$ cat config.mk
export PLATFORM = sky130hd
export DESIGN_NAME = pipeline_execute_stage_top
export DESIGN_NICKNAME = d
export VERILOG_FILES = /design/src/hdl/pes_pkg.sv /design/src/hdl/pes_fwd.sv /design/src/hdl/pes_alu.sv /design/src/hdl/pipeline_execute_stage_top.sv
export VERILOG_INCLUDE_DIRS = /design/src /design/src/hdl
export SDC_FILE = /design/constraint.sdc
export NUM_CORES = 1
export LEC_CHECK = 0
export CAP_MARGIN = 20
export CORE_ASPECT_RATIO = 0.6
export CORE_MARGIN = 8
export CORE_UTILIZATION = 50
export CTS_CLUSTER_DIAMETER = 30
export DETAILED_ROUTE_END_ITERATION = 8
export DONT_BUFFER_PORTS = 1
export PLACE_DENSITY_LB_ADDON = 0.2
export SYNTH_ARGS = -nofsm -noshare
export SYNTH_HDL_FRONTEND = slang
export SYNTH_HIERARCHICAL = 1
export SYNTH_SLANG_ARGS = --single-unit
$ cat constraint.sdc
create_clock -name clk_i -period 7.82 [get_ports clk_i]
set_input_delay 0.782 -clock clk_i [delete_from_list [all_inputs] [get_ports clk_i]]
set_output_delay 0.782 -clock clk_i [all_outputs]
set_load 0.02 [all_outputs]
$ cat src/hdl/assert_macros.svh
// ----------------------------------------------------------------------------
// Assertion macros
// Clocked property checks; compiled out when SYNTHESIS is defined.
// ----------------------------------------------------------------------------
`ifndef ASSERT_MACROS_SVH
`define ASSERT_MACROS_SVH

`ifndef SYNTHESIS
`define PES_ASSERT(lbl, clk, rstn, prop) \
  lbl: assert property (@(posedge clk) disable iff (!rstn) prop) \
    else $error("assertion failed");
`define PES_ASSERT_ALWAYS(lbl, clk, prop) \
  lbl: assert property (@(posedge clk) prop) \
    else $error("assertion failed");
`else
`define PES_ASSERT(lbl, clk, rstn, prop)
`define PES_ASSERT_ALWAYS(lbl, clk, prop)
`endif

`endif

$ cat src/hdl/pes_pkg.sv
// ----------------------------------------------------------------------------
// pes_pkg
// Types and constants shared by the execute stage modules.
// ----------------------------------------------------------------------------
package pes_pkg;

  localparam int unsigned DataW = 16;
  localparam int unsigned RegIdxW = 3;
  localparam int unsigned TagW = 4;

  typedef enum logic [4:0] {
    OP_ADD  = 5'd0,
    OP_SUB  = 5'd1,
    OP_SLT  = 5'd2,
    OP_SGT  = 5'd3,
    OP_SLE  = 5'd4,
    OP_SGE  = 5'd5,
    OP_AND  = 5'd6,
    OP_OR   = 5'd7,
    OP_NOR  = 5'd8,
    OP_XOR  = 5'd9,
    OP_SLL  = 5'd10,
    OP_SRA  = 5'd11,
    OP_BEQ  = 5'd12,
    OP_BLT  = 5'd13,
    OP_BGT  = 5'd14,
    OP_BLE  = 5'd15,
    OP_BGE  = 5'd16,
    OP_ORI  = 5'd17,
    OP_ANDI = 5'd18,
    OP_LA   = 5'd19,
    OP_SA   = 5'd20
  } op_e;

  typedef struct packed {
    logic [DataW-1:0] result;
    logic [DataW-1:0] pc_next;
    logic             taken;
    logic             bad;
  } alu_res_t;

endpackage

$ cat src/hdl/pes_fwd.sv
// ----------------------------------------------------------------------------
// pes_fwd
// Operand bypass select: EX over MEM over WB over the register file value.
// ----------------------------------------------------------------------------
module pes_fwd (
  input  logic [pes_pkg::RegIdxW-1:0] src_i,
  input  logic [pes_pkg::DataW-1:0]   base_i,
  input  logic [3*pes_pkg::TagW-1:0]  tags_i,
  input  logic [pes_pkg::DataW-1:0]   ex_i,
  input  logic [pes_pkg::DataW-1:0]   mem_i,
  input  logic [pes_pkg::DataW-1:0]   wb_i,
  output logic [pes_pkg::DataW-1:0]   value_o
);

  logic [pes_pkg::TagW-1:0] ex_tag, mem_tag, wb_tag;
  logic                     ex_hit, mem_hit, wb_hit;

  assign ex_tag  = tags_i[11:8];
  assign mem_tag = tags_i[7:4];
  assign wb_tag  = tags_i[3:0];

  assign ex_hit  = ex_tag[3]  && (ex_tag[2:0]  == src_i);
  assign mem_hit = mem_tag[3] && (mem_tag[2:0] == src_i);
  assign wb_hit  = wb_tag[3]  && (wb_tag[2:0]  == src_i);

  always_comb begin
    if (ex_hit) begin
      value_o = ex_i;
    end else if (mem_hit) begin
      value_o = mem_i;
    end else if (wb_hit) begin
      value_o = wb_i;
    end else begin
      value_o = base_i;
    end
  end

endmodule

$ cat src/hdl/pes_alu.sv
// ----------------------------------------------------------------------------
// pes_alu
// Twenty-one operation ALU with branch compare and next pc select.
// ----------------------------------------------------------------------------
module pes_alu (
  input  logic [4:0]                opcode_i,
  input  logic                      jump_i,
  input  logic                      taken_i,
  input  logic [pes_pkg::DataW-1:0] a_i,
  input  logic [pes_pkg::DataW-1:0] b_i,
  input  logic [pes_pkg::DataW-1:0] imm_i,
  input  logic [pes_pkg::DataW-1:0] pc_i,
  output pes_pkg::alu_res_t         res_o
);

  logic signed [pes_pkg::DataW-1:0] a_s, b_s;
  logic                             lt, eq, amt_le0, amt_ge16;
  logic        [3:0]                amt;
  logic        [pes_pkg::DataW-1:0] sll_v, sra_v;
  logic        [pes_pkg::DataW-1:0] res;
  logic                             taken, bad;

  assign a_s   = a_i;
  assign b_s   = b_i;
  assign lt    = a_s < b_s;
  assign eq    = a_i == b_i;
  assign amt   = imm_i[3:0];
  assign amt_le0  = imm_i[15] || (imm_i == '0);
  assign amt_ge16 = !imm_i[15] && (imm_i[14:4] != '0);

  always_comb begin
    if (amt_le0) begin
      sll_v = a_i;
      sra_v = a_i;
    end else if (amt_ge16) begin
      sll_v = '0;
      sra_v = {pes_pkg::DataW{a_i[15]}};
    end else begin
      sll_v = a_i << amt;
      sra_v = a_s >>> amt;
    end
  end

  always_comb begin
    res   = '0;
    taken = taken_i;
    bad   = 1'b0;
    case (pes_pkg::op_e'(opcode_i))
      pes_pkg::OP_ADD:  res = jump_i ? '0 : a_i + b_i;
      pes_pkg::OP_SUB:  res = a_i - b_i;
      pes_pkg::OP_SLT:  res = {15'd0, lt};
      pes_pkg::OP_SGT:  res = {15'd0, !lt && !eq};
      pes_pkg::OP_SLE:  res = {15'd0, lt || eq};
      pes_pkg::OP_SGE:  res = {15'd0, !lt};
      pes_pkg::OP_AND:  res = a_i & b_i;
      pes_pkg::OP_OR:   res = a_i | b_i;
      pes_pkg::OP_NOR:  res = ~(a_i | b_i);
      pes_pkg::OP_XOR:  res = a_i ^ b_i;
      pes_pkg::OP_SLL:  res = sll_v;
      pes_pkg::OP_SRA:  res = sra_v;
      pes_pkg::OP_BEQ:  taken = eq;
      pes_pkg::OP_BLT:  taken = lt;
      pes_pkg::OP_BGT:  taken = !lt && !eq;
      pes_pkg::OP_BLE:  taken = lt || eq;
      pes_pkg::OP_BGE:  taken = !lt;
      pes_pkg::OP_ORI:  res = a_i | imm_i;
      pes_pkg::OP_ANDI: res = a_i & imm_i;
      pes_pkg::OP_LA:   res = a_i + imm_i;
      pes_pkg::OP_SA:   res = a_i + imm_i;
      default:          bad = 1'b1;
    endcase
  end

  assign res_o.result  = res;
  assign res_o.taken   = taken;
  assign res_o.bad     = bad;
  assign res_o.pc_next = taken ? {pc_i[15:8], imm_i[6:0], 1'b0} : pc_i;

endmodule

$ cat src/hdl/pipeline_execute_stage_top.sv
// ----------------------------------------------------------------------------
// pipeline_execute_stage_top
// Execute stage: operand bypass, ALU, branch resolve, held results on bubbles.
// ----------------------------------------------------------------------------
// Input channel: in_valid_i / in_stall_o with one instruction word per
// handshake; output channel: out_valid_o / out_stall_i with one result word.
// Every accepted word gives exactly one result word, in order.
// An accepted word is held in the input register; the bypass select and the
// ALU then resolve it into the output register, which raises out_valid_o.
// Throughput is one word per cycle while the receiver takes results; the
// input register and the output register each hold a word, so a new word
// is taken while a result waits. When the receiver stalls, the output
// register holds; the input register fills, and in_stall_o rises only
// when both are full.
// Bubbles and bad opcodes keep the last ALU result; bubbles also keep the
// last pc. Reset empties both registers and clears the held result and pc
// to zero.
// ----------------------------------------------------------------------------
`include "assert_macros.svh"

module pipeline_execute_stage_top (
  input  logic        clk_i,
  input  logic        rst_ni,
  input  logic        in_valid_i,
  output logic        in_stall_o,
  input  logic        nop_i,
  input  logic [4:0]  opcode_i,
  input  logic [2:0]  control_flags_i,
  input  logic [15:0] instruction_i,
  input  logic [15:0] rs_value_i,
  input  logic [15:0] rt_value_i,
  input  logic [15:0] immediate_i,
  input  logic [15:0] pc_in_i,
  input  logic [15:0] ex_fwd_value_i,
  input  logic [15:0] mem_fwd_value_i,
  input  logic [15:0] wb_fwd_value_i,
  input  logic [11:0] fwd_tags_i,
  output logic        out_valid_o,
  input  logic        out_stall_i,
  output logic [15:0] alu_result_o,
  output logic [15:0] pc_out_o,
  output logic        branch_taken_o,
  output logic        bad_opcode_o,
  output logic [15:0] rt_forwarded_o
);

  logic        s1_valid_q;
  logic        nop_q;
  logic [4:0]  opcode_q;
  logic [2:0]  flags_q;
  logic [15:0] instr_q, rs_q, rt_q, imm_q, pc_q, exv_q, memv_q, wbv_q;
  logic [11:0] tags_q;

  logic        out_valid_q;
  logic [15:0] alu_result_q, pc_out_q, rt_fwd_q;
  logic        taken_q, bad_q;
  logic [15:0] held_result_q, held_pc_q;

  logic        in_accept, advance;
  logic [2:0]  rs_idx, rt_idx;
  logic [15:0] rs_fwd, rt_fwd;
  logic [15:0] alu_result_d, pc_out_d, rt_fwd_d;
  logic        taken_d, bad_d;
  pes_pkg::alu_res_t alu_res;

  assign advance    = s1_valid_q && (!out_valid_q || !out_stall_i);
  assign in_stall_o = s1_valid_q && !advance;
  assign in_accept  = in_valid_i && !in_stall_o;

  always_ff @(posedge clk_i or negedge rst_ni) begin
    if (!rst_ni) begin
      s1_valid_q <= 1'b0;
    end else if (in_accept) begin
      s1_valid_q <= 1'b1;
    end else if (advance) begin
      s1_valid_q <= 1'b0;
    end
  end

  always_ff @(posedge clk_i) begin
    if (in_accept) begin
      nop_q    <= nop_i;
      opcode_q <= opcode_i;
      flags_q  <= control_flags_i;
      instr_q  <= instruction_i;
      rs_q     <= rs_value_i;
      rt_q     <= rt_value_i;
      imm_q    <= immediate_i;
      pc_q     <= pc_in_i;
      exv_q    <= ex_fwd_value_i;
      memv_q   <= mem_fwd_value_i;
      wbv_q    <= wb_fwd_value_i;
      tags_q   <= fwd_tags_i;
    end
  end

  assign rs_idx = flags_q[0] ? instr_q[11:9] : instr_q[8:6];
  assign rt_idx = flags_q[0] ? instr_q[8:6]  : instr_q[5:3];

  pes_fwd u_fwd_rs (
    .src_i   (rs_idx),
    .base_i  (rs_q),
    .tags_i  (tags_q),
    .ex_i    (exv_q),
    .mem_i   (memv_q),
    .wb_i    (wbv_q),
    .value_o (rs_fwd)
  );

  pes_fwd u_fwd_rt (
    .src_i   (rt_idx),
    .base_i  (rt_q),
    .tags_i  (tags_q),
    .ex_i    (exv_q),
    .mem_i   (memv_q),
    .wb_i    (wbv_q),
    .value_o (rt_fwd)
  );

  pes_alu u_alu (
    .opcode_i (opcode_q),
    .jump_i   (flags_q[1]),
    .taken_i  (flags_q[2]),
    .a_i      (rs_fwd),
    .b_i      (rt_fwd),
    .imm_i    (imm_q),
    .pc_i     (pc_q),
    .res_o    (alu_res)
  );

  always_comb begin
    if (nop_q) begin
      alu_result_d = held_result_q;
      pc_out_d     = held_pc_q;
      taken_d      = 1'b0;
      bad_d        = 1'b0;
      rt_fwd_d     = '0;
    end else begin
      alu_result_d = alu_res.bad ? held_result_q : alu_res.result;
      pc_out_d     = alu_res.pc_next;
      taken_d      = alu_res.taken;
      bad_d        = alu_res.bad;
      rt_fwd_d     = rt_fwd;
    end
  end

  always_ff @(posedge clk_i or negedge rst_ni) begin
    if (!rst_ni) begin
      out_valid_q   <= 1'b0;
      held_result_q <= '0;
      held_pc_q     <= '0;
    end else begin
      if (advance) begin
        out_valid_q <= 1'b1;
      end else if (!out_stall_i) begin
        out_valid_q <= 1'b0;
      end
      if (advance && !nop_q) begin
        held_pc_q <= pc_out_d;
        if (!alu_res.bad) begin
          held_result_q <= alu_res.result;
        end
      end
    end
  end

  always_ff @(posedge clk_i) begin
    if (advance) begin
      alu_result_q <= alu_result_d;
      pc_out_q     <= pc_out_d;
      taken_q      <= taken_d;
      bad_q        <= bad_d;
      rt_fwd_q     <= rt_fwd_d;
    end
  end

  assign out_valid_o    = out_valid_q;
  assign alu_result_o   = alu_result_q;
  assign pc_out_o       = pc_out_q;
  assign branch_taken_o = taken_q;
  assign bad_opcode_o   = bad_q;
  assign rt_forwarded_o = rt_fwd_q;

  `PES_ASSERT(a_stall_needs_word, clk_i, rst_ni, in_stall_o |-> s1_valid_q)
  `PES_ASSERT(a_advance_fills_out, clk_i, rst_ni, advance |=> out_valid_o)
  `PES_ASSERT(a_bad_keeps_result, clk_i, rst_ni,
    (out_valid_o && bad_opcode_o) |-> (alu_result_o == held_result_q))
  `PES_ASSERT(a_target_aligned, clk_i, rst_ni,
    (out_valid_o && branch_taken_o) |-> !pc_out_o[0])

endmodule

Word-level counts from Yosys, hierarchy flattened
Index checks and enable logic that the tools add are counted.
- RAM bits: 0
- word-level logic and storage cells: 114
- latch bits: 0
- memories kept: 0
- output and inout port bits: 52
- flip-flop bits (word level): 229
- memory bits (read-only): 0
- mux-type cells: 24
- eq/ne operators: 28
- shift-type cells: 2
- multiply operators: 0
- divide/modulo/power cells: 0
- reductions and logical operators: 29
- bitwise gates (word level): 6
- $lt $le $gt $ge: 1
- add/sub/neg operators: 3
- operators by type and width (operator ; number):
    16-bit one-hot mux with 15 select lines ; 1
    16-bit two-way mux ; 14
    5-bit by 4-bit == test with 1-bit output (second input constant) ; 8
    16-bit adder ; 2
    16-bit AND ; 2
    16-bit bitwise OR ; 2
    5-bit == test (second input constant) ; 5
    21-bit OR reduction ; 1
    5-bit by 3-bit == test with 1-bit output (second input constant) ; 4
    3-bit == test ; 6
    16-bit == test ; 1
    16-bit zero test ; 1
    16-bit less-than comparator ; 1
    16-bit inverter ; 1
    16-bit by 4-bit left shift with 16-bit output ; 1
    16-bit by 4-bit >>> shifter with 16-bit output ; 1
    16-bit subtractor ; 1
    16-bit XOR ; 1
    1-bit logical AND ; 12
    11-bit nonzero test ; 1
    5-bit by 2-bit == test with 1-bit output (second input constant) ; 2
    1-bit zero test ; 8
    8-bit two-way mux ; 1
    3-bit two-way mux ; 2
    8 further kinds ; 14

Longest topological paths before layout
- depth in word-level cells: 12
- depth in mapped cells: 22

By module
Netlist, hierarchy kept.
- modules (own cells, without submodules) (module ; seq. area each (um^2) ; times used ; area each (um^2) ; cells an instance):
    pipeline_execute_stage_top ; 6616.3 ; 1 ; 7754.9 ; 333
    pes_alu ; 0.0 ; 1 ; 5855.6 ; 812
    pes_fwd ; 0.0 ; 2 ; 760.7 ; 106

Worst setup path after synthesis
No wires, ideal clock.
- kind: register to register
- from: register flags_q[0]
- to: register held_pc_q[2]
- stages on the path, launching flop included: 19
- slack: 2.275 ns
- path buffers: 1
- data required time: 7.695 ns
- data arrival time: 5.420 ns
- period minus slack after synthesis: 5.545 ns
- cells stage by stage: edfxtp_1 clkbuf_1 mux2_2 xor2_1 nor2_1 a221oi_1 o31ai_1 inv_1 fa_1 nor3_2 o31ai_2 a31oi_4 a21oi_2 a21boi_1 o211ai_2 a21oi_4 mux2_4 mux2_2 mux2_2
- RTL lines (element ; RTL line ; text):
    from (decl) ; pipeline_execute_stage_top.sv:50 ; logic [2:0] flags_q;
    from (signal assigned) ; pipeline_execute_stage_top.sv:84 ; flags_q <= control_flags_i;
    to (signal assigned) ; pipeline_execute_stage_top.sv:159 ; held_pc_q <= pc_out_d;
    to (decl) ; pipeline_execute_stage_top.sv:57 ; logic [15:0] held_result_q, held_pc_q;

==> results.cfg <==
[cells_and_area]
utilization = 0.560
finalNetCount = 1592
multi_input_area_mm2 = 0.00768
register_area_mm2 = 0.00662
final_cell_area_mm2 = 0.0167
area_delta_synth_final_pct = 10.4
drive_gt1_frac = 0.212
fillers = 2552

[die]
coreArea_mm2 = 0.0299
floorplan.io_pins = 205
die_w_um = 241
fp-row-count = 49
die_h_um = 151
floorplan.initialDensity = 0.507
die-area_mm2 = 0.0363

[global_route]
antenna_found_initial = 3
grt-ovfl-total = 0
grt_use_total = 0.252
grt_pass1_wl_um = 69700
grt_max_degree = 74
grt_pass1_vias = 11100

[pwr]
totalPowerFinal_mw = 4.62
leakagePower_nw = 6.42
cellPowerDensity_mw_per_mm2 = 276
vdd_drop_max_mv = 0.214

[critical_path]
r2r-start = flags_q[0]$_DFFE_PP_
cp-start-kind = register
r2r_cells = 16
cp.arrival_ns = 6.73
criticalPathCategory = register to register
crit_required_ns = 8.22
r2r_setup_slack_ns = 1.49
worstReg2RegEnd = held_pc_q[7]$_DFFE_PN0P_
crit_start = flags_q[0]$_DFFE_PP_
crit_fanout = 16
end_kind = register

[synth]
synthFlopType = edfxtp_1
post_synth_inst_count = 1357
yosysSeqAreaShare = 0.437
ys_top_cells_by_area = edfxtp_1 38%, ha_1 6.5%, dfrtp_1 5.6%, mux2_2 4.2%, nor2_1 3.2%
synth_area_mm2 = 0.0151
synth_top_area_cell = edfxtp_1
syn-num-nets = 1592
ys_warn_count = 6
syn_avg_cell_area_um2 = 11.2
synthArstFlopShare = 0.150
yosys_register_bits = 226
synth_top_area_share = 0.381
synth-edff-count = 192
ys_types = 100

[clock_network]
cts_tree = done
insertion_delay_ns = 0.52
htree_levels = 2
cts_inserted_buffers = 38
ctsRootBufferMaster = clkbuf_16
cts_buffer_depth = 3
cts_setup_buffers = 0
clk_pin_slew_ns = 0.05
clkSinkCount = 226

[timing]
hold_violations = 0
worst_pin_slew_ns = 1.10
fmax_mhz = 158
finalCritPeriodShare = 0.810
rsz0062_at_grt = no
fin_tns_setup_ns = 0
drv_slew = 0
setup_violations = 0
finClkSkew_ns = 0.0189
period_minus_slack_ns = 6.33
relSlewSlack = 0.264

[route]
vias = 11500
met1Wirelength_um = 21500
wire_per_inst_um = 26.1
top_layer = met5
wl_um = 46800
ant_nets = 0
wl_met3_um = 5390
wl_met2_um = 19300
dr.pass1.iters = 6
viasPerCell = 6.41
drtIter0Drc = 1298
drc_errors = 0

[placed_design]
dpl_cell_area_mm2 = 0.0155
io_buffers = 0
dp_hpwl_um = 34700
gp_congestion = 1.02

[run_status]
status = finished clean

[run]
cap_violations = 0

[min_path]
hp-class = primary input to asynchronous set/reset pin
==> worst max-delay path: stages, from the launching register on <==
cell	delay (ns)
edfxtp_1	0.49
mux2_2	0.42
xnor2_1	0.27
and4_1	0.83
a221oi_2	0.09
o31ai_1	0.30
buf_4	0.27
inv_1	0.13
ha_1	0.48
nor4_1	0.78
and4_1	0.45
nor4_1	0.07
a22o_1	0.24
a21oi_4	0.47
mux2_4	0.35
mux2_2	0.27
mux2_4	0.26
==> metal layers <==
metal,global-route usage,vias up
li1,-,5174
met1,0.373,5699
met2,0.346,567
met3,0.0963,52
met4,0.0487,4
met5,0,-
==> placed cells by master (no fill, tap or decap), types with 9 or more instances in the layout <==
master	n
and3_2	12
nand3_1	15
a211oi_1	13
ha_1	79
edfxtp_1	192
dfrtp_1	34
o21ai_0	39
o221ai_1	11
a21oi_1	61
nor3_1	20
clkbuf_16	39
mux2i_1	25
mux2_2	56
o22ai_1	11
o31ai_1	34
mux4_2	18
buf_4	55
o21bai_1	9
nand2b_1	10
a22oi_1	11
nor2b_1	25
a221oi_1	28
o21ai_1	12
inv_1	61
nor2_1	129
and3_1	26
a221oi_2	20
o211ai_1	19
xnor2_1	27
xor2_1	10
nor4_1	10
nand2_1	84
mux2_4	27
==> cell type report <==
type,instances,share of cell area
flip-flops and latches,226,0.396
clock buffers,40,0.0592
diodes,1,0.000150
multi-input cells,972,0.459
repair buffers,56,0.0259
clock inverters,28,0.0147
inverters,63,0.0141
well taps,408,0.0305
==> cell usage after synthesis, types with 11 or more instances <==
cell,n
mux2i_1,25
a22oi_1,11
a221oi_1,28
dfrtp_1,34
nor2_1,130
a221oi_2,20
o221ai_1,11
a21oi_1,61
and3_2,12
buf_2,20
nor3_1,20
and3_1,26
o22ai_1,11
buf_4,15
mux2_2,56
a211oi_1,13
mux4_2,18
xnor2_1,27
inv_1,61
clkbuf_1,39
ha_1,79
o21ai_0,39
edfxtp_1,192
o31ai_1,34
nand3_1,15
nor2b_1,25
o211ai_1,19
o21ai_1,12
nand2_1,84
mux2_4,27
==> cell families after synthesis <==
| group | after synthesis | synth area share |
|---|---|---|
| and+or+nand+nor | 382 | 0.129 |
| AOI/OAI and AO/OA | 343 | 0.174 |
| DFF | 226 | 0.437 |
| buffers and inverters | 159 | 0.0558 |
| muxes | 126 | 0.112 |
| adders and majority gates | 82 | 0.0693 |
| xor gates and xnor gates | 39 | 0.0236 |
==> power breakdown <==
part | switching (mW) | internal, mW | total [mW]
Combinational | 0.827 | 0.563 | 1.39
Clock | 0.611 | 0.977 | 1.59
Sequential | 0.140 | 1.50 | 1.64
Total | 1.58 | 3.04 | 4.62
==> per-stage QoR <==
| step | hold slack [ns] | setup slack (ns) | cells |
|---|---|---|---|
| final | 0.103 | 1.49 | 1794 |
| after global routing | 0.105 | 1.13 | 1793 |
| after CTS | 0.0932 | 1.60 | 1793 |
| after detailed placement | 0.488 | 1.62 | 1724 |
| after global placement | 0.483 | 1.70 | 1724 |
| after floorplan | 0.475 | 2.28 | 1357 |
==> what timing repair did <==
action                    in CTS  in global routing
hold endpoints to repair      34                  0
hold buffers                   1                  0
gates resized for setup        0                  0
==> worst max path at each step <==
stage / to / slack, ns / cells past startpoint
after floorplan: held_pc_q[2]$_DFFE_PN0P_ / 2.28 / 18
after global placement: held_pc_q[5]$_DFFE_PN0P_ / 1.70 / 19
after detailed placement: held_pc_q[4]$_DFFE_PN0P_ / 1.62 / 19
after CTS: held_pc_q[7]$_DFFE_PN0P_ / 1.60 / 16
after global routing: held_pc_q[7]$_DFFE_PN0P_ / 1.13 / 16
final: held_pc_q[7]$_DFFE_PN0P_ / 1.49 / 16
Power figures use the tool's default switching activity.
